==> src/rtl/art_pkg.sv <==
// Package for the acknowledgement retransmit tracker.
// Holds the table entry type, command and result codes, state codes and register indexes.
// No dependencies.
package art_pkg;

    typedef enum logic [1:0] {
        CMD_REGISTER = 2'd0,
        CMD_ACK      = 2'd1,
        CMD_TICK     = 2'd2,
        CMD_NONE     = 2'd3
    } t_cmd;

    typedef enum logic [2:0] {
        KIND_ACCEPTED   = 3'd0,
        KIND_FULL       = 3'd1,
        KIND_ACKED      = 3'd2,
        KIND_UNMATCHED  = 3'd3,
        KIND_RETRANSMIT = 3'd4,
        KIND_GAVE_UP    = 3'd5,
        KIND_TICK_DONE  = 3'd6
    } t_kind;

    typedef enum logic [2:0] {
        S_IDLE,
        S_REG,
        S_RD,
        S_EVAL,
        S_FIN
    } t_state;

    localparam logic [1:0] REG_ACK_TIMEOUT = 2'd0;
    localparam logic [1:0] REG_RETRY_LIMIT = 2'd1;
    localparam logic [1:0] REG_TICK_STEP   = 2'd2;

    localparam logic [15:0] RST_ACK_TIMEOUT = 16'd1000;
    localparam logic [3:0]  RST_RETRY_LIMIT = 4'd5;
    localparam logic [9:0]  RST_TICK_STEP   = 10'd10;

    typedef struct packed {
        logic [7:0]         peer;
        logic [7:0]         own;
        logic [7:0]         seq;
        logic [7:0]         tag;
        logic signed [16:0] timer;
        logic [3:0]         retries;
    } t_entry;

endpackage

==> src/rtl/ack_retransmit_tracker_unit.sv <==
// Top level of the acknowledgement retransmit tracker: control sequencer and result register.
// Depends on art_pkg and art_ram.
//
//   channel   direction  handshake                  word
//   input     in         i_in_valid / o_in_stall    command, peer, own, seq, tag
//   result    out        o_out_valid / i_out_stall  kind, entry fields, retries, last
//   config    in         i_cfg_valid / o_cfg_ready  register index and data
//
// A register word is handled in S_REG before the next word is accepted. An ack or a tick
// walks the table through the entry memory, reading each stored entry in S_RD and then
// deciding in S_EVAL whether to write it back, and ends in S_FIN; default depth is 16.
// Removal compacts the table during the walk, so order is kept oldest first.
// Synchronous reset: clears control state and count, sets config defaults; entries need none.
// A stalled result holds the walk; no new word is taken until the last result is loaded.
module ack_retransmit_tracker_unit #(
    parameter int TABLE_DEPTH = 16
) (
    input  logic        i_clk,
    input  logic        i_rst_n,
    input  logic        i_in_valid,
    output logic        o_in_stall,
    input  logic [1:0]  i_command,
    input  logic [7:0]  i_peer_id,
    input  logic [7:0]  i_own_id,
    input  logic [7:0]  i_seq_number,
    input  logic [7:0]  i_payload_tag,
    output logic        o_out_valid,
    input  logic        i_out_stall,
    output logic [2:0]  o_result_kind,
    output logic [7:0]  o_entry_peer,
    output logic [7:0]  o_entry_own,
    output logic [7:0]  o_entry_seq,
    output logic [7:0]  o_entry_tag,
    output logic [3:0]  o_retries_left,
    output logic        o_last_result,
    input  logic        i_cfg_valid,
    output logic        o_cfg_ready,
    input  logic [1:0]  i_cfg_index,
    input  logic [15:0] i_cfg_data
);

    localparam int CW = $clog2(TABLE_DEPTH + 1);
    localparam int AW = $clog2(TABLE_DEPTH);

    art_pkg::t_state r_state, n_state;
    logic [CW-1:0]   r_count, r_rd, r_wr;
    art_pkg::t_cmd   r_cmd;
    logic [7:0]      r_peer, r_own, r_seq, r_tag;
    logic            r_found;
    art_pkg::t_entry r_hold;
    logic [15:0]     r_timeout;
    logic [3:0]      r_retry;
    logic [9:0]      r_step;

    logic            r_ovalid, r_olast;
    logic [2:0]      r_okind;
    logic [7:0]      r_opeer, r_oown, r_oseq, r_otag;
    logic [3:0]      r_oret;

    logic            w_accept, w_free, w_full;
    logic            w_re, w_we, w_emit, w_elast, w_adv, w_match, w_expired;
    logic [AW-1:0]   w_raddr, w_waddr;
    art_pkg::t_entry w_wdata, w_rdata;
    art_pkg::t_kind  w_ekind;
    logic [7:0]      w_epeer, w_eown, w_eseq, w_etag;
    logic [3:0]      w_eret, w_rdec;
    logic signed [16:0] w_tsub;
    logic [CW-1:0]   w_rd_next;

    assign w_accept    = i_in_valid && (r_state == art_pkg::S_IDLE);
    assign o_in_stall  = (r_state != art_pkg::S_IDLE);
    assign o_cfg_ready = 1'b1;
    assign w_free      = !r_ovalid || !i_out_stall;
    assign w_full      = (r_count >= CW'(TABLE_DEPTH));
    assign w_rd_next   = r_rd + CW'(1);
    assign w_tsub      = w_rdata.timer - $signed({7'd0, r_step});
    assign w_expired   = w_tsub[16] || (w_tsub == 17'sd0);
    assign w_rdec      = (w_rdata.retries == 4'd0) ? 4'd0 : w_rdata.retries - 4'd1;
    assign w_match     = (r_cmd == art_pkg::CMD_ACK) && !r_found &&
                         (w_rdata.seq == r_seq) && (w_rdata.peer == r_peer) &&
                         (w_rdata.own == r_own);

    art_ram #(.DEPTH(TABLE_DEPTH), .AW(AW)) u_ram (
        .i_clk   (i_clk),
        .i_we    (w_we),
        .i_waddr (w_waddr),
        .i_wdata (w_wdata),
        .i_re    (w_re),
        .i_raddr (w_raddr),
        .o_rdata (w_rdata)
    );

    // Datapath controls for the current state.
    always_comb begin
        w_re    = 1'b0;
        w_raddr = r_rd[AW-1:0];
        w_we    = 1'b0;
        w_waddr = r_wr[AW-1:0];
        w_wdata = w_rdata;
        w_emit  = 1'b0;
        w_elast = 1'b0;
        w_adv   = 1'b0;
        w_ekind = art_pkg::KIND_TICK_DONE;
        w_epeer = w_rdata.peer;
        w_eown  = w_rdata.own;
        w_eseq  = w_rdata.seq;
        w_etag  = w_rdata.tag;
        w_eret  = 4'd0;
        unique case (r_state)
            art_pkg::S_IDLE: begin
            end
            art_pkg::S_REG: begin
                w_emit  = 1'b1;
                w_elast = 1'b1;
                w_adv   = w_free;
                w_epeer = r_peer;
                w_eown  = r_own;
                w_eseq  = r_seq;
                w_etag  = r_tag;
                w_waddr = r_count[AW-1:0];
                w_wdata = '{peer: r_peer, own: r_own, seq: r_seq, tag: r_tag,
                            timer: $signed({1'b0, r_timeout}), retries: r_retry};
                if (w_full) begin
                    w_ekind = art_pkg::KIND_FULL;
                end else begin
                    w_ekind = art_pkg::KIND_ACCEPTED;
                    w_eret  = r_retry;
                    w_we    = w_free;
                end
            end
            art_pkg::S_RD: begin
                w_re = 1'b1;
            end
            art_pkg::S_EVAL: begin
                if (r_cmd == art_pkg::CMD_ACK) begin
                    w_adv = 1'b1;
                    w_we  = !w_match;
                end else if (w_expired) begin
                    w_emit = 1'b1;
                    w_adv  = w_free;
                    if (w_rdec == 4'd0) begin
                        w_ekind = art_pkg::KIND_GAVE_UP;
                    end else begin
                        w_ekind = art_pkg::KIND_RETRANSMIT;
                        w_eret  = w_rdec;
                        w_we    = w_free;
                        w_wdata.timer   = $signed({1'b0, r_timeout});
                        w_wdata.retries = w_rdec;
                    end
                end else begin
                    w_adv = 1'b1;
                    w_we  = 1'b1;
                    w_wdata.timer = w_tsub;
                end
            end
            art_pkg::S_FIN: begin
                w_emit  = 1'b1;
                w_elast = 1'b1;
                w_adv   = w_free;
                if (r_cmd == art_pkg::CMD_TICK) begin
                    w_ekind = art_pkg::KIND_TICK_DONE;
                    w_epeer = 8'd0;
                    w_eown  = 8'd0;
                    w_eseq  = 8'd0;
                    w_etag  = 8'd0;
                end else if (r_found) begin
                    w_ekind = art_pkg::KIND_ACKED;
                    w_epeer = r_hold.peer;
                    w_eown  = r_hold.own;
                    w_eseq  = r_hold.seq;
                    w_etag  = r_hold.tag;
                    w_eret  = r_hold.retries;
                end else begin
                    w_ekind = art_pkg::KIND_UNMATCHED;
                    w_epeer = r_peer;
                    w_eown  = r_own;
                    w_eseq  = r_seq;
                    w_etag  = 8'd0;
                end
            end
            default: begin
            end
        endcase
    end

    // Next state.
    always_comb begin
        n_state = r_state;
        unique case (r_state)
            art_pkg::S_IDLE: begin
                if (w_accept) begin
                    unique case (art_pkg::t_cmd'(i_command))
                        art_pkg::CMD_REGISTER: n_state = art_pkg::S_REG;
                        art_pkg::CMD_ACK:
                            n_state = (r_count == '0) ? art_pkg::S_FIN : art_pkg::S_RD;
                        art_pkg::CMD_TICK:
                            n_state = (r_count == '0 || r_step == 10'd0) ?
                                      art_pkg::S_FIN : art_pkg::S_RD;
                        art_pkg::CMD_NONE: n_state = art_pkg::S_IDLE;
                        default: n_state = art_pkg::S_IDLE;
                    endcase
                end
            end
            art_pkg::S_REG: if (w_adv) n_state = art_pkg::S_IDLE;
            art_pkg::S_RD:  n_state = art_pkg::S_EVAL;
            art_pkg::S_EVAL: begin
                if (w_adv) begin
                    n_state = (w_rd_next == r_count) ? art_pkg::S_FIN : art_pkg::S_RD;
                end
            end
            art_pkg::S_FIN: if (w_adv) n_state = art_pkg::S_IDLE;
            default: n_state = art_pkg::S_IDLE;
        endcase
    end

    always_ff @(posedge i_clk) begin
        if (!i_rst_n) begin
            r_state   <= art_pkg::S_IDLE;
            r_count   <= '0;
            r_rd      <= '0;
            r_wr      <= '0;
            r_found   <= 1'b0;
            r_cmd     <= art_pkg::CMD_NONE;
            r_timeout <= art_pkg::RST_ACK_TIMEOUT;
            r_retry   <= art_pkg::RST_RETRY_LIMIT;
            r_step    <= art_pkg::RST_TICK_STEP;
            r_ovalid  <= 1'b0;
        end else begin
            r_state <= n_state;
            if (i_cfg_valid) begin
                unique case (i_cfg_index)
                    art_pkg::REG_ACK_TIMEOUT: r_timeout <= i_cfg_data;
                    art_pkg::REG_RETRY_LIMIT: r_retry   <= i_cfg_data[3:0];
                    art_pkg::REG_TICK_STEP:   r_step    <= i_cfg_data[9:0];
                    default: begin
                    end
                endcase
            end
            if (w_accept) begin
                r_cmd   <= art_pkg::t_cmd'(i_command);
                r_rd    <= '0;
                r_found <= 1'b0;
                // A tick with no step leaves the table as it is.
                r_wr    <= (i_command == art_pkg::CMD_TICK && r_step == 10'd0) ?
                           r_count : '0;
            end
            if (r_state == art_pkg::S_EVAL && w_adv) begin
                r_rd <= w_rd_next;
                if (w_we) r_wr <= r_wr + CW'(1);
                if (w_match) r_found <= 1'b1;
            end
            if (r_state == art_pkg::S_REG && w_adv && !w_full) begin
                r_count <= r_count + CW'(1);
            end
            if (r_state == art_pkg::S_FIN && w_adv && r_cmd != art_pkg::CMD_REGISTER) begin
                r_count <= r_wr;
            end
            if (w_free) begin
                r_ovalid <= w_emit;
            end
        end
    end

    always_ff @(posedge i_clk) begin
        if (w_accept) begin
            r_peer <= i_peer_id;
            r_own  <= i_own_id;
            r_seq  <= i_seq_number;
            r_tag  <= i_payload_tag;
        end
        if (r_state == art_pkg::S_EVAL && w_match) begin
            r_hold <= w_rdata;
        end
        if (w_free && w_emit) begin
            r_okind <= w_ekind;
            r_opeer <= w_epeer;
            r_oown  <= w_eown;
            r_oseq  <= w_eseq;
            r_otag  <= w_etag;
            r_oret  <= w_eret;
            r_olast <= w_elast;
        end
    end

    assign o_out_valid    = r_ovalid;
    assign o_result_kind  = r_okind;
    assign o_entry_peer   = r_opeer;
    assign o_entry_own    = r_oown;
    assign o_entry_seq    = r_oseq;
    assign o_entry_tag    = r_otag;
    assign o_retries_left = r_oret;
    assign o_last_result  = r_olast;

    a_count_range: assert property (@(posedge i_clk) disable iff (!i_rst_n)
        r_count <= CW'(TABLE_DEPTH))
        else $error("table count above depth");

    a_compact_order: assert property (@(posedge i_clk) disable iff (!i_rst_n)
        (r_state == art_pkg::S_RD || r_state == art_pkg::S_EVAL) |-> (r_wr <= r_rd))
        else $error("write pointer passed read pointer");

    a_walk_in_table: assert property (@(posedge i_clk) disable iff (!i_rst_n)
        (r_state == art_pkg::S_EVAL) |-> (r_rd < r_count))
        else $error("walk beyond stored entries");

    a_final_word: assert property (@(posedge i_clk) disable iff (!i_rst_n)
        (r_state == art_pkg::S_FIN && w_free) |=> (o_out_valid && o_last_result))
        else $error("final result not flagged last");

endmodule

==> src/rtl/art_ram.sv <==
// Entry store of the tracker: one write port and one read port, read data registered.
// Depends on art_pkg for the entry type.
module art_ram #(
    parameter int DEPTH = 16,
    parameter int AW    = 4
) (
    input  logic              i_clk,
    input  logic              i_we,
    input  logic [AW-1:0]     i_waddr,
    input  art_pkg::t_entry   i_wdata,
    input  logic              i_re,
    input  logic [AW-1:0]     i_raddr,
    output art_pkg::t_entry   o_rdata
);

    art_pkg::t_entry r_mem [DEPTH];
    art_pkg::t_entry r_rdata;

    always_ff @(posedge i_clk) begin
        if (i_we) begin
            r_mem[i_waddr] <= i_wdata;
        end
        if (i_re) begin
            r_rdata <= r_mem[i_raddr];
        end
    end

    assign o_rdata = r_rdata;

endmodule
==> config.mk <==
export PLATFORM = sky130hd
export DESIGN_NAME = ack_retransmit_tracker_unit
export DESIGN_NICKNAME = d
export VERILOG_FILES = /design/src/rtl/art_pkg.sv /design/src/rtl/ack_retransmit_tracker_unit.sv /design/src/rtl/art_ram.sv
export SDC_FILE = /design/constraint.sdc
export NUM_CORES = 1
export LEC_CHECK = 0
export BUFFER_PORTS_ARGS = -buffer_cell sky130_fd_sc_hd__buf_2
export CORE_AREA = 2 2 288 290
export CTS_CLUSTER_SIZE = 16
export DETAILED_ROUTE_END_ITERATION = 12
export DIE_AREA = 0 0 290 292
export HOLD_SLACK_MARGIN = 0.12
export PLACE_DENSITY = 0.7
export RECOVER_POWER = 50
export SYNTH_ARGS = -nofsm -noshare
export SYNTH_HDL_FRONTEND = slang
export SYNTH_SLANG_ARGS = --single-unit
==> constraint.sdc <==
create_clock -name i_clk -period 6.4 [get_ports i_clk]
set_clock_uncertainty 0.1 [all_clocks]
set_input_delay 0.96 -clock i_clk [delete_from_list [all_inputs] [get_ports i_clk]]
set_output_delay 0.96 -clock i_clk [all_outputs]
set_load 0.02 [all_outputs]
==> flow_summary.ini, run 1 <==
[setup_path]
cpMaxStageDelayCell = clkbuf_1
cp_top_family = buffers and inverters
worstPathArrival_ps = 5840
worst-path-max-fanout = 41
r2r_slack_ps = 860
r2r_cells = 8
start_kind = flop
max_stage_delay_ps = 1530
worstReg2RegStart = r_state[1]$_SDFFE_PN0P_
worst_ep_required_time_ps = 6700
crit_buf_inv = 4
r2r_end = o_entry_seq[5]$_DFFE_PP_
end_kind = flop
crit_type = flop to flop
crit_chain = clkbuf_1 > nor2_4 > buf_4 > nor2_1 > clkbuf_1 > o21ai_0 > and2_2 > buf_4

[cells_and_area]
fin_nets = 2368
final_util = 0.579
finalNonFillerCells = 3452
final_cell_mix = edfxtp_1, mux4_2, nand2_1, clkbuf_16, clkbuf_1
diodes = 0
drive_above_1_share = 0.230
layout_commonest_cell = edfxtp_1
area_growth_pct = 12.2

[clock_tree]
tritoncts = yes
root_buffer = clkbuf_16
cts_made_buffers = 103
cts_hold_buffers = 0
post_cts_resized = 0
cts-htree-levels = 3
path_clk_slew_ps = 60
insertion_delay_ps = 680
cts_num_sinks = 1061
post_cts_buffers = 0
clockBufferDepth = 3

[status]
outcome = finished with violations
violations = capacitance limit, slew limit

[hold_path]
whs_path_depth = 1
min_to = r_own[5]$_DFFE_PP_
holdCritStartpoint = i_own_id[5]
hold_class = input port to flop

[sta]
finalCritPeriodShare = 0.865
worstMarginPinSlew_ps = 4470
hold_viol_final = 0
setup_viol = 0
rsz0062_at_grt = no
slew-limit-headroom = -1.98
fmax_ghz = 0.181
period_needed_ps = 5540
finalMaxSlewViolations = 286
hold_slack_ps = 353
fin_tns_setup_ps = 0

[drt]
drt_iter0_markers = 3040
antenna_left = 0
wl_um = 100000
firstDrtPassIters = 6
wl_per_cell_um = 29.0
post-route-drc-count = 0
vias = 22000
via_per_inst = 6.36

[floorplan]
die_w_um = 290
die_y_um = 292
initial_core_util = 0.516
coreArea_mm2 = 0.0816
rows = 105
dieArea_mm2 = 0.0847
io_pins = 100

[pwr]
power_density_mw_per_mm2 = 305
power.total_mw = 14.4
peakVddDrop_uv = 246
p_leak_nw = 14.8

[place]
dpl.hpwl_um = 55100
place.gp.congestion = 0.913
port_buffers = 98
place_inst = 3259

[synthesis]
syn_avg_cell_area_um2 = 19.5
ys_top_cells_by_area = edfxtp_1, mux4_2, dfxtp_1
yosys_warnings = 0
yosys.cell_types.count = 82
postSynthCellCount = 2157
syn_area_mm2 = 0.0421
ys.flop_type = edfxtp_1
yosysTopAreaCellShare = 0.719
synthArstFlopShare = 0
synth_nets = 2231
synth-edff-count = 1009
seq_area_frac_synth = 0.744
yosysTopAreaCell = edfxtp_1
ys_seq_elements = 1061

[global_routing]
grt_pass1_wl_um = 148000
grt.overflow.total = 0
antenna_found_initial = 2
grt_max_degree = 156
grt_usage = 0.238
grt_pass1_vias = 22200

[flow_run]
drv_cap = 9
-- through the flow --
stage	area, µm²	worst slack, ps
2_1_floorplan	42100	-385
3_3_place_gp	44000	1420
3_5_place_dp	44000	1320
4_1_cts	47500	1280
5_1_grt	47300	521
6_report	47300	862
-- cell families (layout without fill, tap and decap cells) --
logic type,count (synthesis),count (layout),share of synthesized area
AO/OA/AOI/OAI,202,202,0.0365
XOR/XNOR,40,40,0.00832
adder cells (fa/ha/maj),17,17,0.00523
buffers and inverters,167,392,0.0157
flip-flops,1061,1061,0.744
multiplexers,290,290,0.148
other,1,1,0.0000890
AND/OR/NAND/NOR,379,379,0.0425
-- sequential cells by signal, indices dropped and copies added, names as in the netlist, 8 cells and up --
name / flops
u_ram.r_mem: 848
u_ram.o_rdata: 53
r_hold: 36
r_timeout: 16
r_step: 10
o_entry_own: 8
o_entry_peer: 8
o_entry_seq: 8
o_entry_tag: 8
r_own: 8
r_peer: 8
r_seq: 8
r_tag: 8
-- worst max-delay path by stage --
stage | slack [ps] | depth (start not counted) | to | start
after floorplan | -380 | 10 | u_ram.r_mem[4][0]$_DFFE_PP_ | u_ram.o_rdata[14]$_DFFE_PP_
after global placement | 1420 | 11 | u_ram.r_mem[4][6]$_DFFE_PP_ | u_ram.o_rdata[4]$_DFFE_PP_
after detailed placement | 1320 | 11 | u_ram.r_mem[4][6]$_DFFE_PP_ | u_ram.o_rdata[4]$_DFFE_PP_
after CTS | 1280 | 11 | u_ram.r_mem[0][6]$_DFFE_PP_ | u_ram.o_rdata[4]$_DFFE_PP_
after global routing | 520 | 2 | u_ram.o_rdata[7]$_DFFE_PP_ | r_rd[2]$_SDFFE_PN0P_
final | 860 | 8 | o_entry_seq[5]$_DFFE_PP_ | r_state[1]$_SDFFE_PN0P_
-- per-layer routing --
metal	vias up	part of all wire	GRT usage
met5	-	0	0
met4	0	0.031	0.0827
met3	199	0.088	0.0380
met2	1166	0.48	0.374
met1	11500	0.40	0.343
li1	9139	-	-
-- cell type report --
| cell class | instances | area [µm²] |
|---|---|---|
| Clock buffer | 118 | 2680 |
| Timing Repair Buffer | 145 | 761 |
| Multi-Input combinational cell | 929 | 10200 |
| Inverter | 54 | 203 |
| Sequential cell | 1061 | 31300 |
| Fill cell | 5824 | 34300 |
| Clock inverter | 75 | 778 |
| Tap cell | 1070 | 1340 |
-- report_power, final --
part           internal (mW)  switching, mW  total, mW
Clock                   3.50           2.62       6.12
Sequential              7.72         0.0526       7.77
Combinational          0.141          0.405      0.546
-- cells in the mapped netlist, drive strengths merged, types with 13 or more instances --
cell    instances
nand2         180
dfxtp          52
mux4          265
a222oi         23
nor4           17
nor3           41
buf            26
nand4          13
xor2           15
xnor2          25
inv            53
nand3          27
o21ai          32
mux2i          21
ha             16
edfxtp       1009
nor2           43
a21oi          42
clkbuf         87
No activity file was read; power rests on OpenSTA's default activity.
==> inputs of run 2 (changes only) <==
CELL_PAD_IN_SITES_DETAIL_PLACEMENT = 2   (was not set)
CELL_PAD_IN_SITES_GLOBAL_PLACEMENT = 2   (was not set)
CORE_AREA = 2 2 313 315   (was 2 2 288 290)
DIE_AREA = 0 0 315 317   (was 0 0 290 292)
PLACE_DENSITY = not set   (was 0.7)
PLACE_DENSITY_LB_ADDON = 0.1   (was not set)
==> run 2 against run 1 <==
  * The flow still finishes with violations (capacitance limit, slew limit)
  * Hold slack got worse by 7.6 ps
  * Sequential cell count stayed put
  * Routed wire length rose by 31%
  * Die area up 18%
  * First-iteration DRC count down 14%
  * Worst setup slack got worse by 260 ps
  * Sequential power about the same
  * Cell count grew 6.9%
  * Final area rose by 1.0%
  * Critical path type unchanged
  * Largest cell class unchanged
==> flow_summary.ini, run 2 (synthesis gave the netlist of run 1 again) <==
[status]
outcome = finished with violations
violations = capacitance limit, slew limit

[cells_and_area]
regMostFlops = u_ram.r_mem
drive_above_1_share = 0.229
multi_input_area_mm2 = 0.0102
final_cell_mix = edfxtp_1, mux4_2, nand2_1, clkbuf_16, clkbuf_1
final_util = 0.496
largest_reg_flops = 848
seq_area_mm2 = 0.0314
area_growth_pct = 13.3
fillers = 8611
layout_commonest_cell = edfxtp_1
fin_nets = 2387

[clock_tree]
cts_made_buffers = 111
clockBufferDepth = 3
cts_hold_buffers = 0
post_cts_buffers = 0
cts-htree-levels = 3
tritoncts = yes
insertion_delay_ps = 700
post_cts_resized = 0
path_clk_slew_ps = 60
cts_num_sinks = 1061
root_buffer = clkbuf_16

[pwr]
p_clk_frac = 0.438
p_comb_frac = 0.040
peakVddDrop_uv = 228
power_density_mw_per_mm2 = 312
swShare = 0.224
p_leak_nw = 14.9
pwr-share-seq = 0.522
switching_power_mw = 3.34
p_int_mw = 11.6

[floorplan]
rows = 114
dieArea_mm2 = 0.0999
io_pins = 100
initial_core_util = 0.438
die_w_um = 315
coreArea_mm2 = 0.0963
die_y_um = 317

[drt]
firstDrtPassIters = 6
post-route-drc-count = 0
antenna_left = 0
vias = 22900
drt_iter0_markers = 2615
wl_um = 131000
via_per_inst = 6.20
wl_per_cell_um = 35.5

[setup_path]
worstPathArrival_ps = 5990
crit_buf_inv = 2
max_stage_delay_ps = 1110
cp_top_family = buffers and inverters
end_kind = flop
crit_chain = ha_1 > a21o_1 > or2_0 > o211a_1 > nor4_1 > nor4_1 > nand3_1 > a21oi_4 > nor3_2 > clkbuf_1 > buf_4
crit_top_cell = nor4_1
start_kind = flop
crit_type = flop to flop
worst-path-max-fanout = 39
cpMaxStageDelayCell = clkbuf_1
worst_ep_required_time_ps = 6600

[sta]
finalCritPeriodShare = 0.906
slew-limit-headroom = -0.935
period_needed_ps = 5800
fmax_ghz = 0.173
finalMaxSlewViolations = 414
rsz0062_at_grt = no
hold_slack_ps = 345
worstMarginPinSlew_ps = 2890
worst_slack_ps = 603
setup_viol = 0
hold_viol_final = 0

[place]
pre_cts_ws_ps = 1070
port_buffers = 98
dpl.hpwl_um = 73900
place.gp.congestion = 0.893

[global_routing]
antenna_found_initial = 5
grt_max_degree = 102
grt.overflow.total = 0
grt_usage = 0.266
grt_pass1_vias = 24600
grt_pass1_wl_um = 188000

[flow_run]
drv_cap = 13

[hold_path]
hold_class = input port to flop
[run 2: routing by layer]
metal  routed length, µm  global-route usage  up-vias
li1                    -                   -     9202
met1               55500               0.376    12600
met2               65000               0.442      912
met3                7880              0.0381      171
met4                2530              0.0598        0
met5                   0                   0        -
[run 2: through the flow]
| stage | std cells | instance area (µm²) | power, mW | TNS [ps] |
|---|---|---|---|---|
| floorplan | 2157 | 42100 | 8.22 | -277510 |
| global placement | 3476 | 44400 | 8.48 | 0 |
| detailed placement | 3476 | 44400 | 8.53 | 0 |
| CTS | 3688 | 48000 | 15.1 | 0 |
| global route | 3688 | 47700 | 15.3 | 0 |
| finish | 3689 | 47700 | 14.9 | 0 |
[run 2: final timing paths]
| kind | startpoint | end | slack (ps) | cells past startpoint |
|---|---|---|---|---|
| worst max-delay path | u_ram.o_rdata[10]$_DFFE_PP_ | u_ram.r_mem[13][17]$_DFFE_PP_ | 600 | 11 |
| worst min-delay path | i_own_id[3] | r_own[3]$_DFFE_PP_ | 350 | 1 |
| worst max register to register | u_ram.o_rdata[10]$_DFFE_PP_ | u_ram.r_mem[13][17]$_DFFE_PP_ | 600 | 11 |
| worst min register to register | r_timeout[13]$_SDFFE_PN0P_ | r_timeout[13]$_SDFFE_PN0P_ | 370 | 2 |
[run 2: power by group through the flow]
| stage | sequential, mW | clock, mW | combinational [mW] |
|---|---|---|---|
| after floorplan | 7.93 | 0 | 0.293 |
| final | 7.78 | 6.53 | 0.599 |
| after CTS | 7.78 | 6.67 | 0.612 |
| after global placement | 7.92 | 0 | 0.566 |
| after global routing | 7.79 | 6.86 | 0.642 |
| after detailed placement | 7.92 | 0 | 0.604 |
[run 2: final cells by class]
| cell class | instances | share of cell area |
|---|---|---|
| Sequential cell | 1061 | 0.657 |
| Multi-Input combinational cell | 929 | 0.213 |
| Clock buffer | 151 | 0.0632 |
| Tap cell | 1276 | 0.0334 |
| Timing Repair Buffer | 156 | 0.0170 |
| Clock inverter | 61 | 0.0123 |
| Inverter | 54 | 0.00425 |
| Antenna cell | 1 | 0.0000524 |
